$ cat src/rtl/tlsu_pkg.sv
// tlsu_pkg: shared types and codes for the thumb load/store unit
`default_nettype none

package tlsu_pkg;

    localparam int unsigned IN_DATA_W  = 56;
    localparam int unsigned IN_USER_W  = 2;
    localparam int unsigned OUT_DATA_W = 112;

    typedef enum logic [1:0] {
        CMD_EXEC  = 2'd0,
        CMD_DATA  = 2'd1,
        CMD_SETUP = 2'd2,
        CMD_RSVD  = 2'd3
    } t_cmd;

    typedef enum logic [2:0] {
        KIND_WORD  = 3'd0,
        KIND_BYTE  = 3'd1,
        KIND_SBYTE = 3'd2,
        KIND_HALF  = 3'd3,
        KIND_SHALF = 3'd4
    } t_kind;

    localparam logic [1:0] SIZE_BYTE = 2'd0;
    localparam logic [1:0] SIZE_HALF = 2'd1;
    localparam logic [1:0] SIZE_WORD = 2'd2;

    localparam logic [1:0] ST_OK         = 2'd0;
    localparam logic [1:0] ST_BAD_INSTR  = 2'd1;
    localparam logic [1:0] ST_UNEXP_DATA = 2'd2;

    localparam logic [3:0] REG_SP = 4'd13;
    localparam logic [3:0] REG_PC = 4'd15;

    localparam logic [31:0] MASK_BYTE     = 32'h0000_00FF;
    localparam logic [31:0] MASK_HALF     = 32'h0000_FFFF;
    localparam logic [31:0] PC_ALIGN_MASK = ~32'd2;

    // first member sits in the highest bits
    typedef struct packed {
        logic [3:0]  reg_sel;
        logic [31:0] data_word;
        logic [15:0] instr_word;
    } t_item;

    // first member sits in the highest bits
    typedef struct packed {
        logic [3:0]  pad;
        logic [1:0]  status;
        logic [31:0] written_value;
        logic [3:0]  written_index;
        logic        reg_written;
        logic        fetch_sequential;
        logic [31:0] store_data;
        logic [1:0]  mem_size;
        logic [31:0] mem_address;
        logic        mem_write;
        logic        mem_valid;
    } t_result;

endpackage

`default_nettype wire

$ cat src/rtl/thumb_load_store_unit_top.sv
// thumb_load_store_unit_top: thumb load/store execution with register file
//
//  channel | direction | tdata                                  | tuser
//  s_axis  | in        | instr_word, data_word, reg_sel         | cmd
//  m_axis  | out       | mem_valid .. status (one beat per in)  | -
//
// one beat per cycle sustained while m_axis_tready is high; a beat passes the input register,
// then decode/address add/load shaping into the result register
// registers and pending load state update when a beat moves into the result register
// synchronous active-low reset clears the register file, sp, pc and pending load
// a stalled result holds the result register; the input register still takes one beat
`default_nettype none

module thumb_load_store_unit_top (
    input  wire logic                            i_clk,
    input  wire logic                            i_rst_n,
    input  wire logic                            s_axis_tvalid,
    output logic                                 s_axis_tready,
    // instr_word[15:0], data_word[47:16], reg_sel[51:48], zero pad
    input  wire logic [tlsu_pkg::IN_DATA_W-1:0]  s_axis_tdata,
    // cmd[1:0]
    input  wire logic [tlsu_pkg::IN_USER_W-1:0]  s_axis_tuser,
    output logic                                 m_axis_tvalid,
    input  wire logic                            m_axis_tready,
    // mem_valid[0], mem_write[1], mem_address[33:2], mem_size[35:34],
    // store_data[67:36], fetch_sequential[68], reg_written[69],
    // written_index[73:70], written_value[105:74], status[107:106], zero pad
    output logic [tlsu_pkg::OUT_DATA_W-1:0]      m_axis_tdata
);
    import tlsu_pkg::*;

    logic        r_in_valid;
    t_cmd        r_cmd;
    logic [15:0] r_instr;
    logic [31:0] r_data;
    logic [3:0]  r_sel;

    logic        r_out_valid;
    t_result     r_out;
    t_result     n_out;

    logic [31:0] r_low [8];
    logic [31:0] r_sp;
    logic [31:0] r_pc;
    logic        r_pend;
    logic [2:0]  r_pdest;
    t_kind       r_pkind;
    logic [1:0]  r_plow;

    logic [31:0] n_low [8];
    logic [31:0] n_sp;
    logic [31:0] n_pc;
    logic        n_pend;
    logic [2:0]  n_pdest;
    t_kind       n_pkind;
    logic [1:0]  n_plow;

    logic        w_adv;
    logic        w_take;
    t_item       w_item;

    assign w_item        = t_item'(s_axis_tdata[51:0]);
    assign w_adv         = r_in_valid && (!r_out_valid || m_axis_tready);
    assign s_axis_tready = !r_in_valid || w_adv;
    assign w_take        = s_axis_tvalid && s_axis_tready;
    assign m_axis_tvalid = r_out_valid;
    assign m_axis_tdata  = r_out;

    function automatic logic [31:0] shape_load(logic [31:0] w, t_kind kind, logic [1:0] low);
        logic [7:0]  b;
        logic [15:0] h;
        logic [31:0] rot;
        begin
            unique case (low)
                2'd0: begin b = w[7:0];   rot = w; end
                2'd1: begin b = w[15:8];  rot = {w[7:0], w[31:8]}; end
                2'd2: begin b = w[23:16]; rot = {w[15:0], w[31:16]}; end
                2'd3: begin b = w[31:24]; rot = {w[23:0], w[31:24]}; end
            endcase
            h = low[1] ? w[31:16] : w[15:0];
            unique case (kind)
                KIND_BYTE:  shape_load = {24'd0, b};
                KIND_SBYTE: shape_load = {{24{b[7]}}, b};
                KIND_HALF:  shape_load = low[0] ? {h[7:0], 16'd0, h[15:8]} : {16'd0, h};
                KIND_SHALF: shape_load = low[0] ? {{24{b[7]}}, b} : {{16{h[15]}}, h};
                default:    shape_load = rot;
            endcase
        end
    endfunction

    always_comb begin
        logic [2:0]  rd;
        logic [2:0]  rb;
        logic [2:0]  ro;
        logic [4:0]  off5;
        logic [1:0]  op;
        logic        ok;
        logic        load;
        t_kind       kind;
        logic [31:0] addr;
        logic [1:0]  size;
        logic [31:0] v;
        logic [31:0] wval;

        n_out   = '0;
        n_low   = r_low;
        n_sp    = r_sp;
        n_pc    = r_pc;
        n_pend  = r_pend;
        n_pdest = r_pdest;
        n_pkind = r_pkind;
        n_plow  = r_plow;

        rd   = r_instr[2:0];
        rb   = r_instr[5:3];
        ro   = r_instr[8:6];
        off5 = r_instr[10:6];
        op   = r_instr[11:10];
        ok   = 1'b1;
        load = 1'b0;
        kind = KIND_WORD;
        addr = '0;
        size = SIZE_BYTE;
        v    = '0;
        wval = shape_load(r_data, r_pkind, r_plow);

        unique case (r_cmd)
            CMD_EXEC: begin
                priority if (r_pend) begin
                    ok = 1'b0;
                end else if (r_instr[15:11] == 5'b01001) begin
                    rd   = r_instr[10:8];
                    addr = (r_pc & PC_ALIGN_MASK) + {22'd0, r_instr[7:0], 2'b00};
                    load = 1'b1;
                    size = SIZE_WORD;
                end else if (r_instr[15:12] == 4'b0101 && !r_instr[9]) begin
                    addr = r_low[rb] + r_low[ro];
                    load = op[1];
                    size = op[0] ? SIZE_BYTE : SIZE_WORD;
                    kind = op[0] ? KIND_BYTE : KIND_WORD;
                end else if (r_instr[15:12] == 4'b0101) begin
                    addr = r_low[rb] + r_low[ro];
                    load = (op != 2'd0);
                    unique case (op)
                        2'd1:    begin size = SIZE_BYTE; kind = KIND_SBYTE; end
                        2'd2:    begin size = SIZE_HALF; kind = KIND_HALF; end
                        2'd3:    begin size = SIZE_HALF; kind = KIND_SHALF; end
                        default: begin size = SIZE_HALF; kind = KIND_WORD; end
                    endcase
                end else if (r_instr[15:13] == 3'b011) begin
                    load = r_instr[11];
                    addr = r_low[rb] + (r_instr[12] ? {27'd0, off5} : {25'd0, off5, 2'b00});
                    size = r_instr[12] ? SIZE_BYTE : SIZE_WORD;
                    kind = r_instr[12] ? KIND_BYTE : KIND_WORD;
                end else if (r_instr[15:12] == 4'b1000) begin
                    load = r_instr[11];
                    addr = r_low[rb] + {26'd0, off5, 1'b0};
                    size = SIZE_HALF;
                    kind = KIND_HALF;
                end else if (r_instr[15:12] == 4'b1001) begin
                    load = r_instr[11];
                    rd   = r_instr[10:8];
                    addr = r_sp + {22'd0, r_instr[7:0], 2'b00};
                    size = SIZE_WORD;
                end else begin
                    ok = 1'b0;
                end

                if (!ok) begin
                    n_out.status = ST_BAD_INSTR;
                end else begin
                    n_out.mem_valid   = 1'b1;
                    n_out.mem_address = addr;
                    n_out.mem_size    = size;
                    n_pc              = r_pc + 32'd2;
                    if (load) begin
                        n_out.fetch_sequential = 1'b1;
                        n_pend  = 1'b1;
                        n_pdest = rd;
                        n_pkind = kind;
                        n_plow  = addr[1:0];
                    end else begin
                        v = r_low[rd];
                        n_out.mem_write  = 1'b1;
                        n_out.store_data = (size == SIZE_BYTE) ? (v & MASK_BYTE) :
                                           (size == SIZE_HALF) ? (v & MASK_HALF) : v;
                    end
                end
            end
            CMD_DATA: begin
                if (r_pend) begin
                    n_low[r_pdest]      = wval;
                    n_pend              = 1'b0;
                    n_out.reg_written   = 1'b1;
                    n_out.written_index = {1'b0, r_pdest};
                    n_out.written_value = wval;
                end else begin
                    n_out.status = ST_UNEXP_DATA;
                end
            end
            CMD_SETUP: begin
                priority if (!r_sel[3]) begin
                    n_low[r_sel[2:0]] = r_data;
                    n_out.reg_written = 1'b1;
                end else if (r_sel == REG_SP) begin
                    n_sp              = r_data;
                    n_out.reg_written = 1'b1;
                end else if (r_sel == REG_PC) begin
                    n_pc              = r_data;
                    n_out.reg_written = 1'b1;
                end else begin
                    n_out.reg_written = 1'b0;
                end
                if (n_out.reg_written) begin
                    n_out.written_index = r_sel;
                    n_out.written_value = r_data;
                end
            end
            default: begin
                n_out.status = ST_BAD_INSTR;
            end
        endcase
    end

    always_ff @(posedge i_clk) begin
        if (!i_rst_n) begin
            r_in_valid <= 1'b0;
        end else if (w_take) begin
            r_in_valid <= 1'b1;
        end else if (w_adv) begin
            r_in_valid <= 1'b0;
        end
        if (w_take) begin
            r_cmd   <= t_cmd'(s_axis_tuser);
            r_instr <= w_item.instr_word;
            r_data  <= w_item.data_word;
            r_sel   <= w_item.reg_sel;
        end
    end

    always_ff @(posedge i_clk) begin
        if (!i_rst_n) begin
            r_out_valid <= 1'b0;
        end else if (w_adv) begin
            r_out_valid <= 1'b1;
        end else if (m_axis_tready) begin
            r_out_valid <= 1'b0;
        end
        if (w_adv) begin
            r_out <= n_out;
        end
    end

    always_ff @(posedge i_clk) begin
        if (!i_rst_n) begin
            for (int i = 0; i < 8; i++) begin
                r_low[i] <= '0;
            end
            r_sp    <= '0;
            r_pc    <= '0;
            r_pend  <= 1'b0;
            r_pdest <= '0;
            r_pkind <= KIND_WORD;
            r_plow  <= '0;
        end else if (w_adv) begin
            r_low   <= n_low;
            r_sp    <= n_sp;
            r_pc    <= n_pc;
            r_pend  <= n_pend;
            r_pdest <= n_pdest;
            r_pkind <= n_pkind;
            r_plow  <= n_plow;
        end
    end

    a_req_ok: assert property (@(posedge i_clk) disable iff (!i_rst_n)
        w_adv && n_out.mem_valid |-> n_out.status == ST_OK)
        else $error("memory request with nonzero status");

    a_load_sets_pending: assert property (@(posedge i_clk) disable iff (!i_rst_n)
        w_adv && n_out.mem_valid && !n_out.mem_write |=> r_pend)
        else $error("load request did not leave a pending load");

    a_pc_step: assert property (@(posedge i_clk) disable iff (!i_rst_n)
        w_adv && n_out.mem_valid |=> r_pc == $past(r_pc) + 32'd2)
        else $error("pc did not advance by two on a request");

    a_no_req_when_pending: assert property (@(posedge i_clk) disable iff (!i_rst_n)
        w_adv && r_pend && r_cmd == CMD_EXEC |-> !n_out.mem_valid)
        else $error("request issued while a load is pending");

endmodule

`default_nettype wire
$ cat config.mk
export PLATFORM = sky130hd
export DESIGN_NAME = thumb_load_store_unit_top
export DESIGN_NICKNAME = d
export VERILOG_FILES = /design/src/rtl/tlsu_pkg.sv /design/src/rtl/thumb_load_store_unit_top.sv
export SDC_FILE = /design/constraint.sdc
export NUM_CORES = 2
export LEC_CHECK = 0
export BUFFER_PORTS_ARGS = -buffer_cell sky130_fd_sc_hd__buf_2
export CORE_ASPECT_RATIO = 0.6
export CORE_MARGIN = 2
export CORE_UTILIZATION = 57
export CTS_CLUSTER_SIZE = 25
export DETAILED_ROUTE_END_ITERATION = 12
export PLACE_DENSITY = 0.78
export REMOVE_ABC_BUFFERS = 1
export SYNTH_ARGS = -nofsm -noshare
export SYNTH_HDL_FRONTEND = slang
export SYNTH_SLANG_ARGS = --single-unit
$ cat constraint.sdc
create_clock -name i_clk -period 5.8 [get_ports i_clk]
set_input_delay 0.58 -clock i_clk [delete_from_list [all_inputs] [get_ports i_clk]]
set_output_delay 0.58 -clock i_clk [all_outputs]
set_load 0.01 [all_outputs]
---- Yosys cells after proc, flatten, opt, wreduce, memory -nomap -nowiden ----
Cells that the tools add are included.
storage, ports and cells
  register bits after elaboration ......... 493
  input port bits ......................... 62
cells by class
  add/sub/neg operators ................... 6
  order comparisons ....................... 7
  equal/unequal tests ..................... 27
  muxes and demuxes ....................... 103
  bitwise logic cells ..................... 7
  reduce and logical (&&, ||, !) cells .... 29
operators with widths
  cell                     count
  $mux W32                 22
  $bwmux W256              2
  $mux W256                2
  $pmux W256 S2            1
  $bmux W32 S3             3
  $pmux W32 S4             2
  $demux W32 S3            2
  $pmux W37 S2             1
  $add A32 B10 Y32         2
  $pmux W32 S2             1
  $mux W37                 1
  $mux W3                  12
  $mux W36                 1
  $mux W1                  33
  $add A32 B2 Y32 const B  1
  $add A32 B32 Y32         1
  $add A32 B6 Y32          1
  $add A32 B7 Y32          1
  $pmux W8 S4              1
  $mux W2                  14
  $ge A4 B4 Y1 const B     5
  $not A3 Y4               5
  $eq A4 B4 Y1 const B     4
  $mux W16                 1
  25 further kinds         60

---- Depth between registers and ports, before layout ----
  depth after elaboration ................. 15
  mapped depth ............................ 21
  gate-level depth less buffers ........... 15

---- Worst setup path before layout ----
Ideal clock, no wire load.
  path type ............................... input -> register
  start point ............................. input port m_axis_tready
  end point ............................... register r_low[10] in the netlist's numbering
  library setup time ...................... 0.116 ns
  arrival ................................. 6.008 ns
  required time ........................... 5.684 ns
  slack ................................... -0.325 ns
  stages on the path ...................... 8
  path buffers ............................ 2
  cells stage by stage .................... nor2b_1 > nor2b_1 > clkbuf_1 > o2111ai_1 > nor2_1 > clkbuf_1 > o221ai_1 > o211a_1
on the way
  longest elaborated chain between the ends .. 3
RTL lines
  what                                RTL line                          text
  start, declared                     thumb_load_store_unit_top.sv:24   input wire logic m_axis_tready,
  $logic_or A1 B1 Y1                  thumb_load_store_unit_top.sv:63   assign w_adv = r_in_valid && (!r_out_valid || m_axis_tready);
  $logic_and A1 B1 Y1                 thumb_load_store_unit_top.sv:63
  net w_adv                           thumb_load_store_unit_top.sv:58   logic w_adv;
  $reduce_and A4 Y1 (no source line)  -
  end signal, assigned                thumb_load_store_unit_top.sv:266  r_low <= n_low;
  end, declared                       thumb_load_store_unit_top.sv:42   logic [31:0] r_low [8];
The timed path passes the listed nets, and every way through them passes these cells.
A chain may end at the register's enable or synchronous reset.

---- Worst setup path in the final report ----
  start point ............................. register r_instr[3]
  end point ............................... register r_out, in the netlist m_axis_tdata[32] (data pin)
on the way
  longest elaborated chain between the ends .. 10
  elaborated cells on any way between the ends .. 15
RTL lines
  what                                         RTL line                          text
  start, declared                              thumb_load_store_unit_top.sv:34   logic [15:0] r_instr;
  start signal, assigned                       thumb_load_store_unit_top.sv:235  r_instr <= w_item.instr_word;
  $not A3 Y4 (implied by the code)             -
  $bmux W32 S3                                 -
  $mux W32 (implied by the code) (2 in a row)  -
  $add A32 B6 Y32                              thumb_load_store_unit_top.sv:157  addr = r_low[rb] + {26'd0, off5, 1'b0};
  $mux W32                                     thumb_load_store_unit_top.sv:155  end else if (r_instr[15:12] == 4'b1000) begin
  $mux W32                                     thumb_load_store_unit_top.sv:150  end else if (r_instr[15:13] == 3'b011) begin
  $mux W32                                     thumb_load_store_unit_top.sv:141  end else if (r_instr[15:12] == 4'b0101) begin
  $mux W32                                     thumb_load_store_unit_top.sv:136  end else if (r_instr[15:12] == 4'b0101 && !r_instr[9]) begin
  $mux W32 *                                   thumb_load_store_unit_top.sv:131  end else if (r_instr[15:11] == 5'b01001) begin
  end signal, assigned                         thumb_load_store_unit_top.sv:250  r_out <= n_out;
  end, declared                                thumb_load_store_unit_top.sv:39   t_result r_out;
Mark *: on every way between the ends. The rest lies on a longest branch, timed or not. The select of a mux whose other input is x is not followed.

==> flow_metrics.env <==
export IMPL_critPathKind="reg2reg"
export IMPL_max_slew_margin_pct=12.3
export IMPL_min_period_over_period_pct=94.4
export IMPL_die_w_um=318
export IMPL_grt_pass1_vias=30044
export IMPL_drv_slew=0
export IMPL_finalCriticalPeriod_ns=5.47
export IMPL_h_tree_depth=2
export IMPL_insertion_delay_ns=0.65
export IMPL_worstMarginPinSlew_ns=1.31
export IMPL_end_kind="flip-flop"
export IMPL_grt_pass1_wl_um=201000
export IMPL_grt_max_degree=142
export IMPL_synth_top_family_by_area="compound AO/OA/AOI/OAI gates"
export IMPL_hold_viol_final=0
export IMPL_cts_sinks=493
export IMPL_synth_mux_area_share_pct=13.2
export IMPL_synthArstFlopShare_pct=0
export IMPL_critPathMaxFanout=10
export IMPL_syn_avg_cell_area_um2=9.40
export IMPL_setup_slack_ns=0.328
export IMPL_arrival_ns=5.93
export IMPL_drcViolationCount=0
export IMPL_rows=68
export IMPL_drt_wl_total_um=139000
export IMPL_synthCells=3576
export IMPL_setup_viol=0
export IMPL_antenna_found_initial=6
export IMPL_drt_pass1_iterations=12
export IMPL_synth_top_area_share_pct=19.7
export IMPL_total_power_uw=8090
export IMPL_io_pin_count=176
export IMPL_required_ns=6.26
export IMPL_clk_path_buf_depth=3
export IMPL_synth_compound_area_share_pct=26.3
export IMPL_place_inst=4307
export IMPL_startpoint_type="flip-flop"
export IMPL_post_place_ws_ns=0.590
export IMPL_synthTopCellsByArea="dfxtp_1 (20%), edfxtp_1 (14%), o211a_1 (7.6%), mux4_2 (6.8%), nand2_1 (6.6%)"
export IMPL_power_density_nw_per_um2=219
export IMPL_clock_skew_ns=0.0355
export IMPL_synth_simple_area_share_pct=15.6
export IMPL_root_buffer="clkbuf_16"
export IMPL_die_h_um=192
export IMPL_yosysMostFrequentCell="nand2_1"
export IMPL_clk_pin_slew_ns=0.07
export IMPL_start_util_pct=58.1
export IMPL_fmax_mhz=183
export IMPL_grt_use_total_pct=44.3
export IMPL_cts_hold_buf=0
export IMPL_maxCapViolCount=0
export IMPL_syn_to_final_growth_pct=9.71
export IMPL_synth_flop_cell="dfxtp_1"
export IMPL_ys_top_cells_by_count="nand2_1 (588), dfxtp_1 (331), clkbuf_1 (260)"
export IMPL_vias=33617
export IMPL_rsz0062_at_grt="false"
export IMPL_wire_per_inst_um=31.5
export IMPL_min_path_type="in2reg"
export IMPL_ys_ff_latch=493
export IMPL_status="complete, no violations"
export IMPL_core_um2=57900
export IMPL_ir_drop_mv=0.243
export IMPL_routed_via_density=7.64
export IMPL_drive_gt1_share_pct=16.2
export IMPL_synth_adder_area_share_pct=2.83
export IMPL_p_leak_uw=0.0156
export IMPL_nNetsFinal=3723
export IMPL_netlist_area_um2=33600
export IMPL_synthXorXnorAreaFrac_pct=2.84
export IMPL_cts_tree="built"
export IMPL_grt_ovfl_total=0
export IMPL_yosysWarnings=0
export IMPL_cts_setup_buffers=0
export IMPL_die_area_um2=61000
export IMPL_portBuffers=167
export IMPL_ys_seq_area_share_pct=34.2
export IMPL_drtAntennaViolNets=0
export IMPL_finalNonFillerCells=4401
export IMPL_gp_congestion=1.06
export IMPL_dp_hpwl_um=94000
export IMPL_cts_resized=0
export IMPL_cts_made_buffers=49
export IMPL_drt_iter0_markers=6926
export IMPL_yosysTopAreaCell="dfxtp_1"
export IMPL_synth_cell_types=94
export IMPL_synth_edf_count=162
-- cell type report --
type | instances | area [µm²]
sequential | 493 | 11500
clock inverter | 26 | 283
antenna | 2 | 5.00
timing repair buffer | 287 | 1970
inverter | 53 | 199
clock buffer | 66 | 1360
multi-input combinational | 2704 | 20600
fill | 4718 | 21000
tap | 770 | 963
-- logic make-up (layout without fill, tap and decap cells) --
kind of cell | after synthesis | count (layout)
other cells | 1 | 6
compound gates | 1118 | 1118
simple gates | 1162 | 1162
fa+ha+maj | 73 | 73
mux | 238 | 238
flops | 493 | 493
xor+xnor | 109 | 109
buf+inv | 382 | 432
-- sequential cells by signal, summed over array words and instances (netlist names) --
| name | flops |
|---|---|
| r_in_valid | 1 |
| r_data | 32 |
| r_instr | 16 |
| r_pdest | 3 |
| r_sel | 4 |
| m_axis_tdata | 108 |
| r_sp | 32 |
| r_cmd | 2 |
| r_pkind | 3 |
| r_pend | 1 |
| r_pc | 32 |
| r_plow | 2 |
| r_low | 256 |
| m_axis_tvalid | 1 |
-- path summary, 6_finish.rpt --
| check | slack, ns | cells past startpoint | to | startpoint |
|---|---|---|---|---|
| setup / recovery | 0.33 | 14 | m_axis_tdata[32] | r_instr[3] |
| setup reg to reg | 0.33 | 14 | m_axis_tdata[32] | r_instr[3] |
| hold / removal | 0.10 | 1 | r_data[19] | s_axis_tdata[35] |
| hold reg to reg | 0.48 | 2 | r_sp[31] | r_sp[31] |
-- per-layer routing --
layer	share of wire, %	up-vias	track usage [%]
met2	37	3264	57.0
met3	20	547	24.2
met4	4.3	12	16.2
li1	-	13850	-
met5	0.16	-	2.62
met1	38	15944	61.0
-- critical path, cell delays in order, from the launching register on --
cell	delay, ns
edfxtp_1	0.66
buf_4	0.31
mux4_1	0.39
mux2i_1	0.92
inv_1	0.11
ha_1	0.44
nand2_1	0.13
o21ai_0	0.09
a311o_1	0.41
a311oi_2	0.47
a211o_2	0.29
a21oi_1	0.10
or4_1	0.47
mux2_2	0.28
a221oi_2	0.22
-- report_power, final --
group | switching, µW | internal, µW
combinational | 670 | 298
sequential | 92.2 | 3640
clock | 1540 | 1850
total | 2300 | 5790
-- cells in the final DEF, fill, tap and decap left out, types with 51 or more instances in the layout --
master / n
o221ai_1: 196
mux4_2: 101
clkbuf_16: 51
xnor2_1: 69
o211a_1: 254
a31oi_1: 56
nor2b_1: 55
buf_2: 166
mux2_2: 55
inv_1: 52
dfxtp_1: 329
nor2_1: 165
nand2_1: 588
and3_1: 55
a22oi_1: 104
edfxtp_1: 162
ha_1: 67
a21oi_1: 109
nand3_1: 117
o21ai_0: 98
buf_4: 102
-- metrics by stage --
stage	area [µm²]	TNS (ns)	utilization, %	hold WS (ns)
4_1_cts	36900	0	63.7	0.0911
5_1_grt	36900	0	63.7	0.103
2_1_floorplan	32100	-1293.38	-	0.443
3_3_place_gp	35200	0	60.9	0.460
3_5_place_dp	35200	0	60.9	0.471
6_report	36900	0	63.7	0.103
No activity file was read; power rests on OpenSTA's default activity.
